File: src/rtl/mrw_pkg.sv
// Shared widths and verdict codes for the Miller-Rabin witness block.
package mrw_pkg;
   localparam int NUM_WIDTH = 32;
   localparam int WORD_WIDTH = 32;
   localparam int CNT_WIDTH = $clog2(NUM_WIDTH + 1);
   localparam int WCNT_WIDTH = $clog2(WORD_WIDTH + 1);

   localparam logic [1:0] VERDICT_PRIME = 2'd0;
   localparam logic [1:0] VERDICT_COMPOSITE = 2'd1;
   localparam logic [1:0] VERDICT_INVALID = 2'd2;

   typedef logic [NUM_WIDTH-1:0] num_type;
endpackage

File: src/rtl/mrw_cell.sv
// One bit slice of the modular add-and-reduce accumulator.
module mrw_cell (
   input  logic clock,
   input  logic clr,
   input  logic en,
   input  logic y_bit,
   input  logic m_bit,
   input  logic carry_in,
   input  logic borrow_in,
   input  logic sel,
   output logic acc_bit,
   output logic carry_out,
   output logic borrow_out
);
   logic acc_ff, acc_in;
   logic s, d;

   always_comb begin
      s = acc_ff ^ y_bit ^ carry_in;
      carry_out = (acc_ff & y_bit) | (carry_in & (acc_ff ^ y_bit));
      d = s ^ m_bit ^ borrow_in;
      borrow_out = (~s & m_bit) | (~(s ^ m_bit) & borrow_in);
      if (clr) begin
         acc_in = 1'b0;
      end else if (en) begin
         acc_in = sel ? d : s;
      end else begin
         acc_in = acc_ff;
      end
   end

   always_ff @(posedge clock) begin
      acc_ff <= acc_in;
   end

   assign acc_bit = acc_ff;
endmodule

File: src/rtl/mrw_row.sv
// Row of bit cells: acc <= (acc + y) mod m, given acc and y below m.
module mrw_row import mrw_pkg::*; (
   input  logic    clock,
   input  logic    clr,
   input  logic    en,
   input  num_type y,
   input  num_type modulus,
   output num_type acc
);
   logic [NUM_WIDTH:0] carry;
   logic [NUM_WIDTH:0] borrow;
   logic sel;

   assign carry[0] = 1'b0;
   assign borrow[0] = 1'b0;
   // subtract when the sum overflowed or did not borrow
   assign sel = carry[NUM_WIDTH] | ~borrow[NUM_WIDTH];

   for (genvar i = 0; i < NUM_WIDTH; i++) begin : g_cell
      mrw_cell u_cell (
         .clock     (clock),
         .clr       (clr),
         .en        (en),
         .y_bit     (y[i]),
         .m_bit     (modulus[i]),
         .carry_in  (carry[i]),
         .borrow_in (borrow[i]),
         .sel       (sel),
         .acc_bit   (acc[i]),
         .carry_out (carry[i+1]),
         .borrow_out(borrow[i+1])
      );
   end
endmodule

File: src/rtl/miller_rabin_witness_test_top.sv
// n below 3 or even n gets its verdict straight from idle, without any modular work.
// A square and a multiply by the base each do one double and one add per multiplier bit through
// the single row of bit cells; the base reduction does the same per bit of the random word.
// One item at a time: busy stays high until the verdict strobe.
// Synchronous active-high reset returns the controller to idle and drops the strobe.
module miller_rabin_witness_test_top import mrw_pkg::*; (
   input  logic        clock,
   input  logic        reset,
   input  logic        start,
   output logic        busy,
   input  logic [31:0] req_candidate,
   input  logic [31:0] req_random_word,
   output logic        rsp_valid,
   output logic [1:0]  rsp_verdict
);
   localparam logic [3:0] ST_IDLE     = 4'd0;
   localparam logic [3:0] ST_RED_DBL  = 4'd1;
   localparam logic [3:0] ST_RED_ADD  = 4'd2;
   localparam logic [3:0] ST_BASE_INC = 4'd3;
   localparam logic [3:0] ST_FACTOR   = 4'd4;
   localparam logic [3:0] ST_NORM     = 4'd5;
   localparam logic [3:0] ST_POW_STEP = 4'd6;
   localparam logic [3:0] ST_FIN_STEP = 4'd7;
   localparam logic [3:0] ST_MUL_DBL  = 4'd8;
   localparam logic [3:0] ST_MUL_ADD  = 4'd9;
   localparam logic [3:0] ST_MUL_END  = 4'd10;

   localparam logic [1:0] OP_POW_SQ  = 2'd0;
   localparam logic [1:0] OP_POW_MUL = 2'd1;
   localparam logic [1:0] OP_FIN_SQ  = 2'd2;

   logic [3:0] state_ff, state_in;
   logic [1:0] op_ff, op_in;
   num_type n_ff, n_in, nm1_ff, nm1_in, base_ff, base_in, x_ff, x_in;
   num_type a_ff, a_in, b_ff, b_in, exp_ff, exp_in;
   logic [WORD_WIDTH-1:0] word_ff, word_in;
   logic [CNT_WIDTH-1:0] cnt_ff, cnt_in, t_ff, t_in;
   logic [WCNT_WIDTH-1:0] wcnt_ff, wcnt_in;
   logic valid_ff, valid_in;
   logic [1:0] verdict_ff, verdict_in;

   logic row_clr, row_en;
   num_type row_y, row_mod, acc;
   num_type n_req;

   localparam num_type ONE = num_type'(1);

   mrw_row u_row (
      .clock  (clock),
      .clr    (row_clr),
      .en     (row_en),
      .y      (row_y),
      .modulus(row_mod),
      .acc    (acc)
   );

   assign n_req = req_candidate[NUM_WIDTH-1:0];

   always_comb begin
      state_in = state_ff;
      op_in = op_ff;
      n_in = n_ff;
      nm1_in = nm1_ff;
      base_in = base_ff;
      x_in = x_ff;
      a_in = a_ff;
      b_in = b_ff;
      exp_in = exp_ff;
      word_in = word_ff;
      cnt_in = cnt_ff;
      t_in = t_ff;
      wcnt_in = wcnt_ff;
      valid_in = 1'b0;
      verdict_in = verdict_ff;
      row_clr = 1'b0;
      row_en = 1'b0;
      row_y = '0;
      row_mod = n_ff;

      unique case (state_ff)
         ST_IDLE: begin
            if (start) begin
               n_in = n_req;
               nm1_in = n_req - ONE;
               exp_in = n_req - ONE;
               word_in = req_random_word;
               wcnt_in = WCNT_WIDTH'(WORD_WIDTH);
               t_in = '0;
               row_clr = 1'b1;
               if (n_req < num_type'(2)) begin
                  verdict_in = VERDICT_INVALID;
                  valid_in = 1'b1;
               end else if (n_req == num_type'(2)) begin
                  verdict_in = VERDICT_PRIME;
                  valid_in = 1'b1;
               end else if (!n_req[0]) begin
                  verdict_in = VERDICT_COMPOSITE;
                  valid_in = 1'b1;
               end else begin
                  state_in = ST_RED_DBL;
               end
            end
         end
         ST_RED_DBL: begin
            row_en = 1'b1;
            row_y = acc;
            row_mod = nm1_ff;
            state_in = ST_RED_ADD;
         end
         ST_RED_ADD: begin
            // shift in the next word bit, mod n-1
            row_en = 1'b1;
            row_y = num_type'(word_ff[WORD_WIDTH-1]);
            row_mod = nm1_ff;
            word_in = word_ff << 1;
            wcnt_in = wcnt_ff - 1'b1;
            state_in = (wcnt_ff == WCNT_WIDTH'(1)) ? ST_BASE_INC : ST_RED_DBL;
         end
         ST_BASE_INC: begin
            row_en = 1'b1;
            row_y = ONE;
            state_in = ST_FACTOR;
         end
         ST_FACTOR: begin
            base_in = acc;
            if (!exp_ff[0]) begin
               exp_in = exp_ff >> 1;
               t_in = t_ff + 1'b1;
            end else begin
               cnt_in = CNT_WIDTH'(NUM_WIDTH);
               state_in = ST_NORM;
            end
         end
         ST_NORM: begin
            // drop leading zeros of u; the top one bit loads x with the base
            exp_in = exp_ff << 1;
            cnt_in = cnt_ff - 1'b1;
            if (exp_ff[NUM_WIDTH-1]) begin
               x_in = base_ff;
               state_in = ST_POW_STEP;
            end
         end
         ST_POW_STEP: begin
            if (cnt_ff == '0) begin
               state_in = ST_FIN_STEP;
            end else begin
               a_in = x_ff;
               b_in = x_ff;
               op_in = OP_POW_SQ;
               cnt_in = cnt_ff;
               wcnt_in = WCNT_WIDTH'(NUM_WIDTH);
               row_clr = 1'b1;
               state_in = ST_MUL_DBL;
            end
         end
         ST_FIN_STEP: begin
            if (t_ff == '0) begin
               verdict_in = (x_ff != ONE) ? VERDICT_COMPOSITE : VERDICT_PRIME;
               valid_in = 1'b1;
               state_in = ST_IDLE;
            end else begin
               a_in = x_ff;
               b_in = x_ff;
               op_in = OP_FIN_SQ;
               wcnt_in = WCNT_WIDTH'(NUM_WIDTH);
               row_clr = 1'b1;
               state_in = ST_MUL_DBL;
            end
         end
         ST_MUL_DBL: begin
            row_en = 1'b1;
            row_y = acc;
            state_in = ST_MUL_ADD;
         end
         ST_MUL_ADD: begin
            row_en = 1'b1;
            row_y = b_ff[NUM_WIDTH-1] ? a_ff : '0;
            b_in = b_ff << 1;
            wcnt_in = wcnt_ff - 1'b1;
            state_in = (wcnt_ff == WCNT_WIDTH'(1)) ? ST_MUL_END : ST_MUL_DBL;
         end
         ST_MUL_END: begin
            x_in = acc;
            case (op_ff)
               OP_POW_SQ: begin
                  if (exp_ff[NUM_WIDTH-1]) begin
                     a_in = acc;
                     b_in = base_ff;
                     op_in = OP_POW_MUL;
                     wcnt_in = WCNT_WIDTH'(NUM_WIDTH);
                     row_clr = 1'b1;
                     state_in = ST_MUL_DBL;
                  end else begin
                     exp_in = exp_ff << 1;
                     cnt_in = cnt_ff - 1'b1;
                     state_in = ST_POW_STEP;
                  end
               end
               OP_POW_MUL: begin
                  exp_in = exp_ff << 1;
                  cnt_in = cnt_ff - 1'b1;
                  state_in = ST_POW_STEP;
               end
               default: begin
                  // nontrivial square root of one proves n composite
                  if (acc == ONE && x_ff != ONE && x_ff != nm1_ff) begin
                     verdict_in = VERDICT_COMPOSITE;
                     valid_in = 1'b1;
                     state_in = ST_IDLE;
                  end else begin
                     t_in = t_ff - 1'b1;
                     state_in = ST_FIN_STEP;
                  end
               end
            endcase
         end
         default: begin
            state_in = ST_IDLE;
         end
      endcase
   end

   always_ff @(posedge clock) begin
      if (reset) begin
         state_ff <= ST_IDLE;
         valid_ff <= 1'b0;
      end else begin
         state_ff <= state_in;
         valid_ff <= valid_in;
      end
      op_ff <= op_in;
      n_ff <= n_in;
      nm1_ff <= nm1_in;
      base_ff <= base_in;
      x_ff <= x_in;
      a_ff <= a_in;
      b_ff <= b_in;
      exp_ff <= exp_in;
      word_ff <= word_in;
      cnt_ff <= cnt_in;
      t_ff <= t_in;
      wcnt_ff <= wcnt_in;
      verdict_ff <= verdict_in;
   end

   assign busy = reset | (state_ff != ST_IDLE);
   assign rsp_valid = valid_ff;
   assign rsp_verdict = verdict_ff;
endmodule

File: config.mk
export PLATFORM = sky130hd
export DESIGN_NAME = miller_rabin_witness_test_top
export DESIGN_NICKNAME = d
export VERILOG_FILES = /design/src/rtl/mrw_pkg.sv /design/src/rtl/mrw_cell.sv /design/src/rtl/mrw_row.sv /design/src/rtl/miller_rabin_witness_test_top.sv
export SDC_FILE = /design/constraint.sdc
export NUM_CORES = 1
export LEC_CHECK = 0
export BUFFER_PORTS_ARGS = -buffer_cell sky130_fd_sc_hd__buf_4
export CORE_MARGIN = 8
export CORE_UTILIZATION = 25
export DETAILED_ROUTE_END_ITERATION = 7
export MAX_ROUTING_LAYER = met4
export PLACE_DENSITY = 0.39
export RECOVER_POWER = 25
export SKIP_CTS_REPAIR_TIMING = 1
export SLEW_MARGIN = 20
export SYNTH_ARGS = -nofsm -noshare
export SYNTH_HDL_FRONTEND = slang
export SYNTH_HIERARCHICAL = 1
export SYNTH_SLANG_ARGS = --single-unit
File: constraint.sdc
create_clock -name clock -period 49.1 [get_ports clock]
set_input_delay 2.455 -clock clock [delete_from_list [all_inputs] [get_ports clock]]
set_output_delay 2.455 -clock clock [all_outputs]
set_load 0.02 [all_outputs]
Word-level counts from Yosys, hierarchy flattened
Cells that the tools add are included.
- equal/unequal tests: 34
- mux-type cells: 109
- bitwise operators: 380
- add/sub/neg operators: 5
- reductions and logical operators: 34
- order comparisons: 1
- operator list (kind ; number):
    2-to-1 mux 32 bit ; 12
    case mux 32 bit (4 select lines) ; 3
    case mux 32 bit (2 select lines) ; 3
    bitwise AND 1 bit ; 126
    bitwise XOR 1 bit ; 126
    case mux 32 bit (3 select lines) ; 1
    2-to-1 mux 6 bit ; 11
    NOT 1 bit ; 64
    OR 1 bit ; 64
    2-to-1 mux 1 bit ; 46
    case mux 4 bit (11 select lines) ; 1
    2-to-1 mux 4 bit ; 9
    case mux 6 bit (3 select lines) ; 2
    equality test 32 x 1 -> 1 bit (second input constant) ; 1
    equality test 32 x 2 -> 1 bit (second input constant) ; 1
    less-than comparator 32 x 2 -> 1 bit (second input constant) ; 1
    inequality test 32 x 1 -> 1 bit (second input constant) ; 1
    inequality test 32 bit ; 1
    subtractor 32 x 1 -> 32 bit (second input constant) ; 1
    inequality test 2 bit (second input constant) ; 15
    case mux 6 bit (5 select lines) ; 1
    2-to-1 mux 2 bit ; 13
    AND reduction 5 bit ; 4
    AND reduction 6 bit ; 3
    other kinds (28) ; 53
- bits in registers: 315

Longest topological paths before layout
Gate-level depths: netlist (run 1).
- depth after elaboration: 72
- gate-level depth with buffers: 45
- gate-level depth less buffers: 42

Modules after synthesis
Netlist (run 1), hierarchy kept.
- modules (own cells, without submodules) (module ; seq. area each (um^2) ; cells an instance ; area an instance (um^2) ; times used):
    miller_rabin_witness_test_top ; 8448.1 ; 1106 ; 13579.3 ; 1
    mrw_cell ; 20.0 ; 9 ; 95.1 ; 32
    mrw_row ; 0.0 ; 2 ; 10.0 ; 1

Least setup slack after synthesis (run 1)
OpenSTA, ideal clock, no wires.
- path kind: register to register
- start: register state_ff[1]
- end: register u_row.g_cell[0].u_cell.acc_ff
- slack: 32.368 ns
- required time: 48.989 ns
- stages on the path, launching flop included: 46
- data arrival time: 16.621 ns
- setup time: 0.111 ns
- path through: dfxtp_1 > clkbuf_1 > nand2b_1 > nor3b_2 > and2_0 > clkbuf_1 > buf_2 > nand2_1 > o21ai_0 > fa_1 > inv_1 > fa_1 > fa_1 > fa_1 > fa_1 > fa_1 > fa_1 > fa_1 > [... 10 more ...] > fa_1 > fa_1 > fa_1 > fa_1 > fa_1 > fa_1 > fa_1 > fa_1 > fa_1 > fa_1 > fa_1 > fa_1 > fa_1 > fa_1 > fa_1 > nand2b_1 > nor2_1 > o41ai_1
- elaborated cells on any way between the ends: 365
- RTL lines (what ; RTL line ; source):
    start: declaration ; miller_rabin_witness_test_top.sv:32 ; logic [3:0] state_ff, state_in;
    start signal: assignment ; miller_rabin_witness_test_top.sv:228 ; state_ff <= state_in;
    equality test 4 bit or equality test 4 x 1 -> 1 bit (tied branches) ; miller_rabin_witness_test_top.sv:80 ; unique case (state_ff)
    OR reduction 2 bit (no source line) ; - ;
    case mux 32 bit (4 select lines) (*) ; miller_rabin_witness_test_top.sv:80 ;
    named net row_y[0] ; miller_rabin_witness_test_top.sv:43 ; num_type row_y, row_mod, acc;
    bitwise XOR 1 bit (*) ; - ;
    NOT 1 bit (*) ; mrw_cell.sv:22 ; borrow_out = (~s & m_bit) | (~(s ^ m_bit) & borrow_in);
    bitwise AND 1 bit (*) ; mrw_cell.sv:22 ;
    named net u_row.borrow[1] ; mrw_row.sv:11 ; logic [NUM_WIDTH:0] borrow;
    [... 2 more ...] ; - ;
    named net u_row.borrow[2] ; mrw_row.sv:11 ;
    [... 2 more ...] ; - ;
    named net u_row.borrow[3] ; mrw_row.sv:11 ;
    [... 2 more ...] ; - ;
    named net u_row.borrow[4] ; mrw_row.sv:11 ;
    [... 2 more ...] ; - ;
    named net u_row.borrow[5] ; mrw_row.sv:11 ;
    [... 2 more ...] ; - ;
    named net u_row.borrow[6] ; mrw_row.sv:11 ;
    [... 2 more ...] ; - ;
    named net u_row.borrow[7] ; mrw_row.sv:11 ;
    [... 2 more ...] ; - ;
    named net u_row.borrow[8] ; mrw_row.sv:11 ;
    [... 2 more ...] ; - ;
    named net u_row.borrow[9] ; mrw_row.sv:11 ;
    [... 2 more ...] ; - ;
    named net u_row.borrow[10] ; mrw_row.sv:11 ;
    [... 2 more ...] ; - ;
    named net u_row.borrow[11] ; mrw_row.sv:11 ;
    [... 2 more ...] ; - ;
    named net u_row.borrow[12] ; mrw_row.sv:11 ;
    [... 2 more ...] ; - ;
    named net u_row.borrow[13] ; mrw_row.sv:11 ;
    [... 2 more ...] ; - ;
    named net u_row.borrow[14] ; mrw_row.sv:11 ;
    [... 2 more ...] ; - ;
    named net u_row.borrow[15] ; mrw_row.sv:11 ;
    [... 2 more ...] ; - ;
    named net u_row.borrow[16] ; mrw_row.sv:11 ;
    [... 2 more ...] ; - ;
    named net u_row.borrow[17] ; mrw_row.sv:11 ;
    [... 2 more ...] ; - ;
    named net u_row.borrow[18] ; mrw_row.sv:11 ;
    [... 2 more ...] ; - ;
    named net u_row.borrow[19] ; mrw_row.sv:11 ;
    [... 2 more ...] ; - ;
    named net u_row.borrow[20] ; mrw_row.sv:11 ;
    [... 2 more ...] ; - ;
    named net u_row.borrow[21] ; mrw_row.sv:11 ;
    [... 2 more ...] ; - ;
    named net u_row.borrow[22] ; mrw_row.sv:11 ;
    [... 2 more ...] ; - ;
    named net u_row.borrow[23] ; mrw_row.sv:11 ;
    [... 2 more ...] ; - ;
    named net u_row.borrow[24] ; mrw_row.sv:11 ;
    [... 2 more ...] ; - ;
    named net u_row.borrow[25] ; mrw_row.sv:11 ;
    [... 2 more ...] ; - ;
    named net u_row.borrow[26] ; mrw_row.sv:11 ;
    [... 2 more ...] ; - ;
    named net u_row.borrow[27] ; mrw_row.sv:11 ;
    [... 2 more ...] ; - ;
    named net u_row.borrow[28] ; mrw_row.sv:11 ;
    [... 2 more ...] ; - ;
    named net u_row.borrow[29] ; mrw_row.sv:11 ;
    [... 2 more ...] ; - ;
    named net u_row.borrow[30] ; mrw_row.sv:11 ;
    [... 2 more ...] ; - ;
    named net u_row.borrow[31] ; mrw_row.sv:11 ;
    bitwise AND 1 bit (*) ; mrw_cell.sv:22 ;
    OR 1 bit (*) ; mrw_cell.sv:22 ;
    named net u_row.borrow[32] ; mrw_row.sv:11 ;
    NOT 1 bit (*) ; mrw_row.sv:17 ; assign sel = carry[NUM_WIDTH] | ~borrow[NUM_WIDTH];
    OR 1 bit (*) ; mrw_row.sv:17 ;
    named net u_row.sel ; mrw_row.sv:12 ; logic sel;
    2-to-1 mux 1 bit (*) ; mrw_cell.sv:26 ; acc_in = sel ? d : s;
    end signal: assignment ; mrw_cell.sv:33 ; acc_ff <= acc_in;
    end: declaration ; mrw_cell.sv:15 ; logic acc_ff, acc_in;
The timed path passes the listed nets; every way through them passes the cells marked *.
A chain may end at the register's enable or synchronous reset.

Worst setup path in the final report (run 1)
- start: register state_ff[0]
- end: register u_row.g_cell[18].u_cell.acc_ff
- elaborated cells on any way between the ends: 365
- RTL lines (what ; RTL line):
    equality test 4 bit or equality test 4 x 1 -> 1 bit (tied branches) ; miller_rabin_witness_test_top.sv:80
    OR reduction 2 bit (no source line) ; -
    case mux 32 bit (4 select lines) (*) ; miller_rabin_witness_test_top.sv:80
    named net row_y[0] ; miller_rabin_witness_test_top.sv:43
    bitwise XOR 1 bit (*) ; -
    NOT 1 bit (*) ; mrw_cell.sv:22
    bitwise AND 1 bit (*) ; mrw_cell.sv:22
    named net u_row.borrow[1] ; mrw_row.sv:11
    [... 2 more ...] ; -
    named net u_row.borrow[2] ; mrw_row.sv:11
    [... 2 more ...] ; -
    named net u_row.borrow[3] ; mrw_row.sv:11
    [... 2 more ...] ; -
    named net u_row.borrow[4] ; mrw_row.sv:11
    [... 2 more ...] ; -
    named net u_row.borrow[5] ; mrw_row.sv:11
    [... 2 more ...] ; -
    named net u_row.borrow[6] ; mrw_row.sv:11
    [... 2 more ...] ; -
    named net u_row.borrow[7] ; mrw_row.sv:11
    [... 2 more ...] ; -
    named net u_row.borrow[8] ; mrw_row.sv:11
    [... 2 more ...] ; -
    named net u_row.borrow[9] ; mrw_row.sv:11
    [... 2 more ...] ; -
    named net u_row.borrow[10] ; mrw_row.sv:11
    [... 2 more ...] ; -
    named net u_row.borrow[11] ; mrw_row.sv:11
    [... 2 more ...] ; -
    named net u_row.borrow[12] ; mrw_row.sv:11
    [... 2 more ...] ; -
    named net u_row.borrow[13] ; mrw_row.sv:11
    [... 2 more ...] ; -
    named net u_row.borrow[14] ; mrw_row.sv:11
    [... 2 more ...] ; -
    named net u_row.borrow[15] ; mrw_row.sv:11
    [... 2 more ...] ; -
    named net u_row.borrow[16] ; mrw_row.sv:11
    [... 2 more ...] ; -
    named net u_row.borrow[17] ; mrw_row.sv:11
    [... 2 more ...] ; -
    named net u_row.borrow[18] ; mrw_row.sv:11
    [... 2 more ...] ; -
    named net u_row.borrow[19] ; mrw_row.sv:11
    [... 2 more ...] ; -
    named net u_row.borrow[20] ; mrw_row.sv:11
    [... 2 more ...] ; -
    named net u_row.borrow[21] ; mrw_row.sv:11
    [... 2 more ...] ; -
    named net u_row.borrow[22] ; mrw_row.sv:11
    [... 2 more ...] ; -
    named net u_row.borrow[23] ; mrw_row.sv:11
    [... 2 more ...] ; -
    named net u_row.borrow[24] ; mrw_row.sv:11
    [... 2 more ...] ; -
    named net u_row.borrow[25] ; mrw_row.sv:11
    [... 2 more ...] ; -
    named net u_row.borrow[26] ; mrw_row.sv:11
    [... 2 more ...] ; -
    named net u_row.borrow[27] ; mrw_row.sv:11
    [... 2 more ...] ; -
    named net u_row.borrow[28] ; mrw_row.sv:11
    [... 2 more ...] ; -
    named net u_row.borrow[29] ; mrw_row.sv:11
    [... 2 more ...] ; -
    named net u_row.borrow[30] ; mrw_row.sv:11
    [... 2 more ...] ; -
    named net u_row.borrow[31] ; mrw_row.sv:11
    bitwise AND 1 bit (*) ; mrw_cell.sv:22
    OR 1 bit (*) ; mrw_cell.sv:22
    named net u_row.borrow[32] ; mrw_row.sv:11
    NOT 1 bit (*) ; mrw_row.sv:17
    OR 1 bit (*) ; mrw_row.sv:17
    named net u_row.sel ; mrw_row.sv:12
    2-to-1 mux 1 bit (*) ; mrw_cell.sv:26
    end signal: assignment ; mrw_cell.sv:33
    end: declaration ; mrw_cell.sv:15
Marked as above.

==> impl_metrics.toml, run 1 <==
[timing]
rsz0062_at_grt = "no"
finalSetupViolCount = 0
fin_crit_ns = 18.79
tns_ns = 0
worst_slack_ns = 30.32
max_slew.worst_pin.slew_ns = 3.697
hold_violations = 0
finClkSkew_ns = 0.03521
period_share_pct = 38.26
maxSlewViolCount = 173
max_freq_mhz = 53.23
slew_headroom_pct = -146.5

[setup_path]
crit_path_frequent_cell = "fa_1"
crit_end = "u_row/g_cell[18].u_cell/acc_bit"
crit_path_start = "state_ff[0]"
r2r_setup_slack_ns = 30.32
rr_startpoint = "state_ff[0]"
cp.required_ns = 49.55
crit_arrival_ns = 19.23
crit_type = "reg2reg"
crit_slowest_cell = "clkbuf_1"
crit_fanout = 64
end_kind = "register"
startpoint_type = "register"
reg2reg_depth = 44
slowest_delay_ns = 1.45
worstReg2RegEnd = "u_row/g_cell[18].u_cell/acc_bit"

[logic_synthesis]
synth_top_flop_cell = "edfxtp_1"
synthArstFlopShare_pct = 0
synth_mux_area_share_pct = 4.265
yosysUniqueCellTypes = 71
synth_fa_ha_area_share_pct = 8.576
avgSynthCellArea_um2 = 11.91
ys_ff_latch = 315
synth_area_um2 = 16630
synth_edf_count = 278
synth_xor_area_share_pct = 3.844
synth_top_family_by_area = "simple AND/OR/NAND/NOR gates"
synthSimpleGateAreaFrac_pct = 15.25
synth_compound_area_share_pct = 10.13
ys_warn_count = 6
synth_cells = 1396
ys_seq_area_share_pct = 54.65

[cells_and_area]
postLayoutCoreUtil_pct = 29.45
fill_cells = 6758
area_growth_pct = 16.62
antenna_cells = 0
layout.nets = 1615
fin_area_um2 = 19400
drive_above_1_share_pct = 13.19

[global_route]
grt_pass1_vias = 11130
grt_max_degree = 71
track_usage_pct = 13.35
antenna_found_initial = 0
grt_pass1_wl_um = 74360
grt_remaining_overflow = 0

[clock_network]
clk_path_buf_depth = 3
htreeDepth = 2
cts_inserted_buffers = 40
cts_tree = "built"
clockRootBuffer = "clkbuf_16"
clkTransAtPathRegs_ns = 0.06
clock_latency_ns = 0.57
clock_sinks = 315

[power_and_ir_drop]
power.density_nw_per_um2 = 34.00
p_leak_nw = 6.938
peakVddDrop_uv = 23.66
total_power_mw = 0.6595

[outcome]
violations = "max-capacitance violations, max-slew violations"
outcome = "complete, but fails checks"

[place]
dpl_cell_area_um2 = 18290
hpwl_um = 34560
place.gp.congestion = 0.7929
dp_slack_ns = 30.96
portBuffers = 70

[drt]
vias_per_cell = 4.674
wire_per_inst_um = 20.97
drt_pass1_iterations = 5
drt_iter0_markers = 972
drt-total-wl_um = 49590
drcViolationCount = 0
vias = 11050
ant_nets = 0

[worst_hold_path]
hp-class = "reg2reg"

[die]
io_pins = 71
dieArea_um2 = 75040
start_util_pct = 25.25
core_area_um2 = 65860
die_h_um = 273.9
rows = 94
die_w_um = 273.9

[job]
cap_viol_max_count = 4
Yosys cell counts (4+ instances only):
master	n	area [um^2]
a21o_1	29	217.7
a21oi_1	17	85.08
a222oi_1	4	40.04
a22o_1	54	473.0
a22oi_1	34	255.2
and2_1	33	206.5
buf_1	8	30.03
buf_2	9	45.04
clkbuf_1	40	150.1
dfxtp_1	37	740.7
edfxtp_1	278	8348
fa_1	65	1301
ha_1	10	125.1
inv_1	85	319.1
mux2_2	63	709.4
nand2_1	249	934.7
nand2b_1	9	56.30
nand3_1	7	35.03
nand4_1	11	68.82
nor2_1	74	277.8
nor2b_1	5	31.28
nor3_1	22	110.1
nor3b_1	4	30.03
nor4_1	29	181.4
nor4_2	4	50.05
o21ai_0	12	60.06
o22ai_1	4	25.02
o41ai_1	32	280.3
or3_1	4	25.02
or3b_1	32	280.3
or4_1	4	30.03
xnor2_1	44	385.4
xor2_1	29	254.0
logic make-up after synthesis:
kind of cell / count (synthesis)
AO/OA/AOI/OAI: 217
XOR/XNOR: 73
adder cells (fa/ha/maj): 75
buffers and inverters: 142
flip-flops: 315
multiplexers: 63
other: 1
AND/OR/NAND/NOR: 510
layout by cell type, fill, tap and decap left out, types with 5 or more instances in the layout:
| master | Yosys | routed |
|---|---|---|
| a21o_1 | 29 | 29 |
| a21oi_1 | 17 | 17 |
| a22o_1 | 54 | 54 |
| a22oi_1 | 34 | 34 |
| and2_1 | 33 | 34 |
| buf_4 | 0 | 23 |
| clkbuf_1 | 40 | 47 |
| clkbuf_16 | 0 | 42 |
| clkbuf_4 | 0 | 32 |
| clkinv_1 | 0 | 8 |
| dfxtp_1 | 37 | 37 |
| edfxtp_1 | 278 | 278 |
| fa_1 | 65 | 65 |
| ha_1 | 10 | 10 |
| inv_1 | 85 | 83 |
| mux2_2 | 63 | 63 |
| nand2_1 | 249 | 248 |
| nand2b_1 | 9 | 8 |
| nand3_1 | 7 | 7 |
| nand4_1 | 11 | 11 |
| nor2_1 | 74 | 71 |
| nor2b_1 | 5 | 5 |
| nor3_1 | 22 | 21 |
| nor3b_1 | 4 | 5 |
| nor4_1 | 29 | 29 |
| o21ai_0 | 12 | 12 |
| o41ai_1 | 32 | 32 |
| or3b_1 | 32 | 32 |
| xnor2_1 | 44 | 44 |
| xor2_1 | 29 | 29 |
where the power goes:
part	total (mW)	internal, mW	leakage, nW	switching [mW]
logic	0.0568	0.0218	3.47	0.0349
registers	0.314	0.306	2.85	0.00779
clock network	0.289	0.172	0.611	0.117
total	0.660	0.500	6.94	0.160
per-stage QoR:
stage / hold slack (ns) / std cells
4_1_cts: 0.5164 / 2365
2_1_floorplan: 0.5069 / 1397
3_3_place_gp: 0.5186 / 2295
6_report: 0.5166 / 2365
3_5_place_dp: 0.5230 / 2295
5_1_grt: 0.5500 / 2365
worst min-delay path by stage:
| stage | startpoint | end | slack [ns] | cells after the start |
|---|---|---|---|---|
| 2_1_floorplan | u_row/g_cell[13].u_cell/acc_bit | base_ff[13] | 0.51 | 0 |
| 3_3_place_gp | b_ff[12] | b_ff[13] | 0.52 | 2 |
| 3_5_place_dp | b_ff[18] | b_ff[19] | 0.52 | 2 |
| 4_1_cts | b_ff[3] | b_ff[4] | 0.52 | 2 |
| 5_1_grt | word_ff[18] | word_ff[19] | 0.55 | 1 |
| 6_report | b_ff[3] | b_ff[4] | 0.52 | 2 |
routing by layer:
layer | routed length (um) | track usage (%) | vias up | share of wire, %
met4 | 1078 | 3.508 | 0 | 2.2
li1 | - | - | 5240 | -
met1 | 24970 | 19.45 | 5526 | 50
met3 | 1937 | 1.838 | 69 | 3.9
met2 | 21610 | 19.28 | 218 | 44
met5 | 0 | - | - | 0
critical path, delay by kind of cell, from the launching register on:
kind / cells / cell delay [ns]
buffers and inverters: 3 / 1.89
AO/OA/AOI/OAI: 2 / 0.45
adder cells (fa/ha/maj): 33 / 14.08
flip-flops: 1 / 0.73
AND/OR/NAND/NOR: 6 / 1.44
area by class of cell:
| class | count | area, um^2 | share of cell area [%] |
|---|---|---|---|
| sequential | 315 | 9089 | 46.86 |
| clock buffer | 53 | 1092 | 5.632 |
| timing repair buffer | 91 | 548.0 | 2.825 |
| multi-input combinational | 940 | 7098 | 36.60 |
| inverter | 85 | 319.1 | 1.645 |
| tap | 864 | 1081 | 5.573 |
| clock inverter | 17 | 168.9 | 0.8709 |
(Power assumes the default switching activity.)
==> run 2, diff against run 1 <==
- clock period: 49.1 -> 17.3 ns (I/O delays scaled with it)
==> impl_metrics.toml, run 2 (synthesis gave the netlist of run 1 again) <==
[setup_path]
end_kind = "register"
crit_arrival_ns = 16.90
crit_path_frequent_cell = "fa_1"
r2r_setup_slack_ns = 0.85
crit_slowest_cell = "fa_1"
cp.required_ns = 17.74
crit_fanout = 64
startpoint_type = "register"
slowest_delay_ns = 0.57
crit_type = "reg2reg"

[place]
dpl_cell_area_um2 = 18340
hpwl_um = 33850
portBuffers = 70
place.gp.congestion = 0.8179

[drt]
wire_per_inst_um = 20.61
drcViolationCount = 0
ant_nets = 0
vias_per_cell = 4.650
drt_iter0_markers = 811
drt_pass1_iterations = 5
drt-total-wl_um = 48800
vias = 11010

[timing]
tns_ns = 0
finClkSkew_ns = 0.02637
max_slew.worst_pin.slew_ns = 2.518
maxSlewViolCount = 69
rsz0062_at_grt = "no"
fin_crit_ns = 16.45
max_freq_mhz = 60.78
period_share_pct = 95.11
finalHoldWorstSlack_ns = 0.5212
slew_headroom_pct = -67.90
hold_violations = 0
finalSetupViolCount = 0

[clock_network]
clock_latency_ns = 0.56
clkTransAtPathRegs_ns = 0.06
clk_path_buf_depth = 3
clock_sinks = 315
htreeDepth = 2
clockRootBuffer = "clkbuf_16"
cts_tree = "built"
cts_inserted_buffers = 38

[global_route]
track_usage_pct = 13.28
antenna_found_initial = 0
grt_remaining_overflow = 0
grt_max_degree = 68
grt_pass1_vias = 11190
grt_pass1_wl_um = 74130

[worst_hold_path]
hp-class = "reg2reg"

[cells_and_area]
drive_above_1_share_pct = 13.31
layout.nets = 1619
final_cell_mix = "edfxtp_1, nand2_1, inv_1"
final_common_cell = "edfxtp_1"
fin_area_um2 = 19340
area_growth_pct = 16.26

[die]
io_pins = 71
start_util_pct = 25.25
rows = 94
die_h_um = 273.9
dieArea_um2 = 75040
die_w_um = 273.9
core_area_um2 = 65860

[power_and_ir_drop]
peakVddDrop_uv = 54.99
power.density_nw_per_um2 = 94.30
p_leak_nw = 6.934

[outcome]
violations = "max-capacitance violations, max-slew violations"
outcome = "complete, but fails checks"

[job]
cap_viol_max_count = 2
run 2: cell types whose count changed in the layout (fill, tap and decap cells not counted), sizes merged:
cell / change
buf: +37
bufinv: -1
diode: +1
clkinvlp: -1
clkbuf: -38
clkinv: +4
inv: +1
run 2: per-layer routing:
layer | wire length, um | share of wire, % | global-route usage, %
met1 | 23870 | 49 | 18.52
met2 | 21820 | 45 | 19.87
met3 | 1852 | 3.8 | 1.969
met4 | 1265 | 2.6 | 3.924
met5 | 0 | 0 | -
run 2: final timing paths:
| kind | start | endpoint | cells after the start |
|---|---|---|---|
| worst max register to register | state_ff[3] | u_row/g_cell[16].u_cell/acc_bit | 43 |
| worst min register to register | b_ff[16] | b_ff[17] | 2 |
| worst min-delay path | b_ff[16] | b_ff[17] | 2 |
| worst max-delay path | state_ff[3] | u_row/g_cell[16].u_cell/acc_bit | 43 |
run 2: power breakdown:
group	internal, mW	switching, mW
combinational	0.0638	0.106
clock	0.434	0.330
sequential	0.868	0.0205
total	1.37	0.457
run 2: final cells by class:
| cell class | count | area (um^2) |
|---|---|---|
| Tap cell | 864 | 1081 |
| Clock inverter | 20 | 165.2 |
| Timing Repair Buffer | 97 | 621.8 |
| Sequential cell | 315 | 9089 |
| Antenna cell | 1 | 2.502 |
| Fill cell | 6728 | 46530 |
| Inverter | 85 | 319.1 |
| Clock buffer | 46 | 980.9 |
| Multi-Input combinational cell | 940 | 7078 |
run 2: worst max-delay path: cells and delay by family, from the launching register on:
family / cells / cell delay [ns]
adders and majority gates: 33 / 14.52
AOI/OAI and AO/OA: 2 / 0.45
and+or+nand+nor: 5 / 0.56
buffers and inverters: 3 / 0.48
DFF: 1 / 0.31
run 2: through the flow:
step / total power, mW / std cells / util, % / worst slack (ns)
5_1_grt: 1.902 / 2367 / 29.36 / 0.1244
2_1_floorplan: 1.007 / 1397 / - / 0.5675
3_5_place_dp: 1.081 / 2300 / 27.85 / 0.6892
4_1_cts: 1.861 / 2366 / 29.59 / 0.6216
6_report: 1.823 / 2368 / 29.36 / 0.8460
3_3_place_gp: 1.079 / 2300 / 27.84 / 0.7216
==> run 3, diff against run 2 <==
- CTS_BUF_LIST: default -> sky130_fd_sc_hd__clkbuf_8 sky130_fd_sc_hd__clkbuf_16
- SETUP_SLACK_MARGIN: default -> 0.15
- SKIP_CTS_REPAIR_TIMING: 1 -> default
==> impl_metrics.toml, run 3 (synthesis gave the netlist of run 1 again) <==
[setup_path]
crit_path_frequent_cell = "fa_1"
crit_slowest_cell = "nor2b_1"
crit_fanout = 16
end_kind = "register"
slowest_delay_ns = 0.51
cp.required_ns = 17.73
startpoint_type = "register"
crit_arrival_ns = 16.98
crit_type = "reg2reg"

[cells_and_area]
fill_cells = 6720
layout.nets = 1621
final_common_cell = "edfxtp_1"
area_growth_pct = 16.59
final_cell_mix = "edfxtp_1, nand2_1, inv_1"
drive_above_1_share_pct = 13.42

[drt]
drt_iter0_markers = 775
drcViolationCount = 0
drt_pass1_iterations = 5
vias = 11020
drt-total-wl_um = 49590
wire_per_inst_um = 20.92
vias_per_cell = 4.650
ant_nets = 0

[job]
cap_viol_max_count = 2

[global_route]
grt_pass1_vias = 11190
grt_pass1_wl_um = 74130
grt_max_degree = 68
antenna_found_initial = 0
grt_remaining_overflow = 0
track_usage_pct = 13.28

[clock_network]
clkTransAtPathRegs_ns = 0.06
clk_path_buf_depth = 3
clock_latency_ns = 0.56
cts_inserted_buffers = 38
htreeDepth = 2
clock_sinks = 315
clockRootBuffer = "clkbuf_16"
cts_tree = "built"

[timing]
maxSlewViolCount = 69
finalSetupViolCount = 0
slew_headroom_pct = -66.33
rsz0062_at_grt = "no"
period_share_pct = 95.67
hold_violations = 0
tns_ns = 0
max_freq_mhz = 60.42
fin_crit_ns = 16.55
finClkSkew_ns = 0.02682
max_slew.worst_pin.slew_ns = 2.495

[power_and_ir_drop]
p_leak_nw = 6.990
peakVddDrop_uv = 54.93
total_power_mw = 1.821
power.density_nw_per_um2 = 93.88

[die]
dieArea_um2 = 75040
die_h_um = 273.9
core_area_um2 = 65860
die_w_um = 273.9
io_pins = 71
start_util_pct = 25.25
rows = 94

[outcome]
violations = "max-capacitance violations, max-slew violations"
outcome = "complete, but fails checks"

[place]
place.gp.congestion = 0.8179
portBuffers = 70
hpwl_um = 33850

[worst_hold_path]
hp-class = "reg2reg"
run 3: critical path: cells and delay by family (launching register included):
family,cells,cell delay [ns]
buffers and inverters,2,0.47
AO/OA/AOI/OAI,2,0.46
multiplexers,1,0.34
adder cells (fa/ha/maj),32,14.01
flip-flops,1,0.41
AND/OR/NAND/NOR,3,0.73
run 3: final timing paths:
kind | depth (start not counted) | slack (ns) | from | to
worst max-delay path | 40 | 0.75 | state_ff[0] | u_row/g_cell[0].u_cell/acc_bit
worst min-delay path | 2 | 0.52 | b_ff[16] | b_ff[17]
worst max register to register | 40 | 0.75 | state_ff[0] | u_row/g_cell[0].u_cell/acc_bit
worst min register to register | 2 | 0.52 | b_ff[16] | b_ff[17]
run 3: final cells by class:
class | count | area [um^2] | share of cell area (%)
diodes | 1 | 2.502 | 0.01290
repair buffers | 99 | 671.9 | 3.465
flip-flops and latches | 315 | 9089 | 46.87
clock inverters | 28 | 195.2 | 1.007
clock buffers | 38 | 950.9 | 4.904
multi-input cells | 940 | 7083 | 36.53
well taps | 864 | 1081 | 5.575
inverters | 85 | 319.1 | 1.645
run 3: metrics by stage:
step | area, um^2 | hold slack [ns] | std cells | util (%) | setup WS [ns]
floorplan | 16640 | 0.5069 | 1397 | - | 0.5675
global placement | 18340 | 0.5192 | 2300 | 27.84 | 0.7216
detailed placement | 18340 | 0.5216 | 2300 | 27.85 | 0.6892
CTS | 19490 | 0.4804 | 2366 | 29.59 | 0.6213
global route | 19390 | 0.5437 | 2369 | 29.44 | 0.1645
finish | 19390 | 0.5199 | 2370 | 29.44 | 0.7491
run 3: power by group:
group	total [mW]	internal, mW	switching (mW)
Sequential	0.888	0.868	0.0204
Combinational	0.171	0.0639	0.107
Clock	0.761	0.430	0.332
run 3: layer usage:
| layer | GRT usage [%] | share of wire (%) | vias to the layer above |
|---|---|---|---|
| met2 | 19.87 | 45 | 215 |
| met3 | 1.969 | 3.9 | 70 |
| met5 | - | 0 | - |
| met1 | 18.52 | 49 | 5487 |
| met4 | 3.924 | 2.5 | 0 |
| li1 | - | - | 5248 |
run 3: timing repair:
item,in CTS,in global routing
setup endpoints to repair,0,9
setup buffers,0,0
hold buffers,0,0
resized for setup,0,1
